===== src/design/sgps_queue.sv =====
`default_nettype none
module sgps_queue #(
  parameter int DW = 61
) (
  input  logic          clk_i,
  input  logic          rst_ni,
  input  logic          push_i,
  input  logic [DW-1:0] push_data_i,
  input  logic          pop_i,
  output logic [DW-1:0] pop_data_o,
  output logic          full_o,
  output logic          empty_o
);

  // two-entry fifo
  logic [DW-1:0] buf_q [2];
  logic          wr_q, wr_d, rd_q, rd_d;
  logic [1:0]    cnt_q, cnt_d;

  always_comb begin
    wr_d  = push_i ? ~wr_q : wr_q;
    rd_d  = pop_i ? ~rd_q : rd_q;
    cnt_d = cnt_q + {1'b0, push_i} - {1'b0, pop_i};
  end

  always_ff @(posedge clk_i or negedge rst_ni) begin
    if (!rst_ni) begin
      wr_q  <= 1'b0;
      rd_q  <= 1'b0;
      cnt_q <= 2'd0;
    end else begin
      wr_q  <= wr_d;
      rd_q  <= rd_d;
      cnt_q <= cnt_d;
    end
  end

  always_ff @(posedge clk_i) begin
    if (push_i) begin
      buf_q[wr_q] <= push_data_i;
    end
  end

  assign pop_data_o = buf_q[rd_q];
  assign full_o     = (cnt_q == 2'd2);
  assign empty_o    = (cnt_q == 2'd0);

endmodule
`default_nettype wire


===== config.mk =====
export PLATFORM = sky130hd
export DESIGN_NAME = sgps_queue
export DESIGN_NICKNAME = d
export VERILOG_FILES = /design/src/design/sgps_queue.sv
export SDC_FILE = /design/constraint.sdc
export NUM_CORES = 1
export LEC_CHECK = 0
export BUFFER_PORTS_ARGS = -buffer_cell sky130_fd_sc_hd__buf_4
export CORE_ASPECT_RATIO = 1.2
export CORE_MARGIN = 1
export CORE_UTILIZATION = 52
export CTS_CLUSTER_DIAMETER = 100
export DETAILED_ROUTE_END_ITERATION = 12
export GPL_TIMING_DRIVEN = 0
export PLACE_DENSITY = 0.87
export SETUP_SLACK_MARGIN = 0.3
export SLEW_MARGIN = 20
export SYNTH_ARGS = -nofsm -noshare
export SYNTH_HDL_FRONTEND = slang
export SYNTH_SLANG_ARGS = --single-unit

===== constraint.sdc =====
create_clock -name clk_i -period 5 [get_ports clk_i]
set_input_delay 0.5 -clock clk_i [delete_from_list [all_inputs] [get_ports clk_i]]
set_output_delay 0.5 -clock clk_i [all_outputs]
set_load 0.05 [all_outputs]

==> metrics <==
outcome=finished, final reports clean; Clock Power Share=0.237; n_diodes=0; CTS Buf Count=17; Setup CP Type=flop to output port; vias per cell=4.87; DR DRC count=0; worst-margin pin slew=0.615 ns; P&R area growth vs syn=35.4%; clock-pin slew on the worst setup and hold paths=~0.050 ns; CP Data Required Time=4.50 ns; DR WL/cell=16.4 um; worst-case reg-to-reg path depth=2; # IOs=128; final RePlAce weighted congestion=~0.65; die area=0.00982 mm2; Synth Net Count=272; syn avg cell area=23.9 um2; hold depth=1; Critical Path Max Stage Delay=between 0.3 and 0.4 ns; sequential share of power=0.321; Leakage=~2.7 nW; chip width=90.6 um; reg2reg start=wr_q; Setup TNS=0 ns; CP max FO=10; Crit Reg-Reg Endpoint=buf_q[0][8]; clk sinks=126; Setup Skew=~0.0063 ns; switching power total=1.65 mW; Synth cell types=13; Cell Pwr Density=688 mW/mm2; worst hold path endpoint=buf_q[0][59]; area share of the largest cell type after synthesis=0.748; Max Clk Rate=453 MHz; CTS Root Cell=clkbuf_8; yosys warns=0; Slew Viols, Final=0; final setup vio count=0; CP cell instances=buf_6 > buf_12 > mux2_4 > buf_4; Max Cap Violations=0; H-tree depth=4; Pre-antenna DRT Iters=5; pin count of the biggest net entering global routing=37; synth top area cells=edfxtp_1 (75%), mux2_4 (18%), buf_12 (2.5%), dfrtp_1 (2.0%), ha_1 (0.51%); CTS Hold Bufs=1; CORE AREA=0.00908 mm2; post-route worst setup slack=about 2.8 ns; # nets final=422; final wirelength=8000 um; synthesized area=0.00490 mm2; GRT Residual Overflow=0; final-report hold violation count=0; clk_lat worst skew=0.50 ns; Iter 0 DRT Violations=104; CTS tree=done; # rows=38; Antenna Violating Nets Remaining=0; post-DP HPWL=5470 um; CP arrival=~1.7 ns; Post-Syn Instances=205; Hold WC Path Type=input pin to flop; slew margin rel.=0.589; RSZ-0062 raised after global routing=no; placed insts=455; die height=108 um; leading area contributor after synthesis=edfxtp_1; Worst setup SP type=flop; Worst setup EP type=output port; Slowest cell on crit path=dfrtp_1; first-pass GRT wire length=12300 um; DR vias=2377; most common cell after layout, fill and taps aside=buf_4; pre-CTS worst setup slack=3.22 ns; initial antenna violation count=0; gr usage total=0.173; worst vdd ir=402 uV; layout cells sized above 1=0.611; I/O Buffers=~130; Tot Pwr=4.56 mW; vias in the first global route=between 2000 and 3000; R2R Setup Slk=3.47 ns; register area share after synthesis=0.768; Logic pwr share=0.442; Max clock buf depth=2; Seq cells post-synth=126; post-CTS setup buffer count=0; most frequent cells in the layout=buf_4 (127), edfxtp_1 (122), mux2_4 (59); post-CTS sizing=0; Internal Dissipation=between 2 and 3 mW; Final period util=0.441; Hold Crit Start=push_data_i[59]; Finished Layout Cells=488; crit path time final=roughly 2.2 ns; Starting Density=0.540; switching power share of the total=0.362
[routing by layer]
layer | up-vias | track usage | share of wire
met5 | - | 0 | 0
met4 | 0 | 0.0760 | 0.013
met3 | 12 | 0.0633 | 0.064
met2 | 93 | 0.320 | 0.56
met1 | 1164 | 0.174 | 0.37
li1 | 1108 | - | -
[cells in the mapped netlist]
cell type	number
xor2_1	2
buf_6	1
and2_1	1
nor2_1	1
ha_1	2
nor2b_1	2
buf_12	6
xor3_1	1
edfxtp_1	122
mux2_2	2
inv_1	2
mux2_4	59
dfrtp_1	4
[sequential cells by signal (all words and copies together), names as in the netlist]
register,cells
rd_q,1
cnt_q,2
wr_q,1
buf_q,122
[worst max path at each step]
stage	startpoint	to	slack [ns]	cells past startpoint
6_report	rd_q	pop_data_o[19]	2.79	4
5_1_grt	rd_q	pop_data_o[43]	2.72	4
4_1_cts	rd_q	pop_data_o[9]	2.76	4
3_5_place_dp	push_i	buf_q[0][49]	3.22	3
3_3_place_gp	push_i	buf_q[0][48]	-0.19	2
2_1_floorplan	push_i	buf_q[0][0]	1.33	1
[per-stage QoR]
step	hold slack (ns)	cell area, um2	util
final	0.183	6630	0.730
after global routing	0.154	6630	0.730
after CTS	0.156	6630	0.730
after detailed placement	0.300	6080	0.670
after global placement	0.297	6000	0.661
after floorplan	0.204	4900	-
[cell families after synthesis]
kind of cell               Yosys count  synth area share
xor gates and xnor gates             3           0.00843
adders and majority gates            2           0.00511
buffers and inverters                9            0.0283
DFF                                126             0.768
and+or+nand+nor                      4           0.00460
muxes                               61             0.185
[power groups by stage]
stage               Clock (mW)  Combinational [mW]  Sequential (mW)
floorplan                    0                1.54             1.48
global placement             0                1.97             1.49
detailed placement           0                2.04             1.48
CTS                       1.10                2.04             1.46
global route              1.14                2.09             1.48
finish                    1.08                2.02             1.46
[critical path: cells and delay by family (launching register included)]
kind	cells	cell delay [ns]
buffers and inverters	3	0.55
flip-flops	1	0.34
multiplexers	1	0.31
[cell type report]
| class | instances | area [um2] |
|---|---|---|
| Inverter | 2 | 7.51 |
| Timing Repair Buffer | 131 | 1030 |
| Multi-Input combinational cell | 70 | 1010 |
| Fill cell | 561 | 2450 |
| Tap cell | 120 | 150 |
| Sequential cell | 126 | 3760 |
| Buffer | 7 | 131 |
| Clock buffer | 31 | 537 |
| Clock inverter | 1 | 5.00 |
No activity file was read; power rests on OpenSTA's default activity.
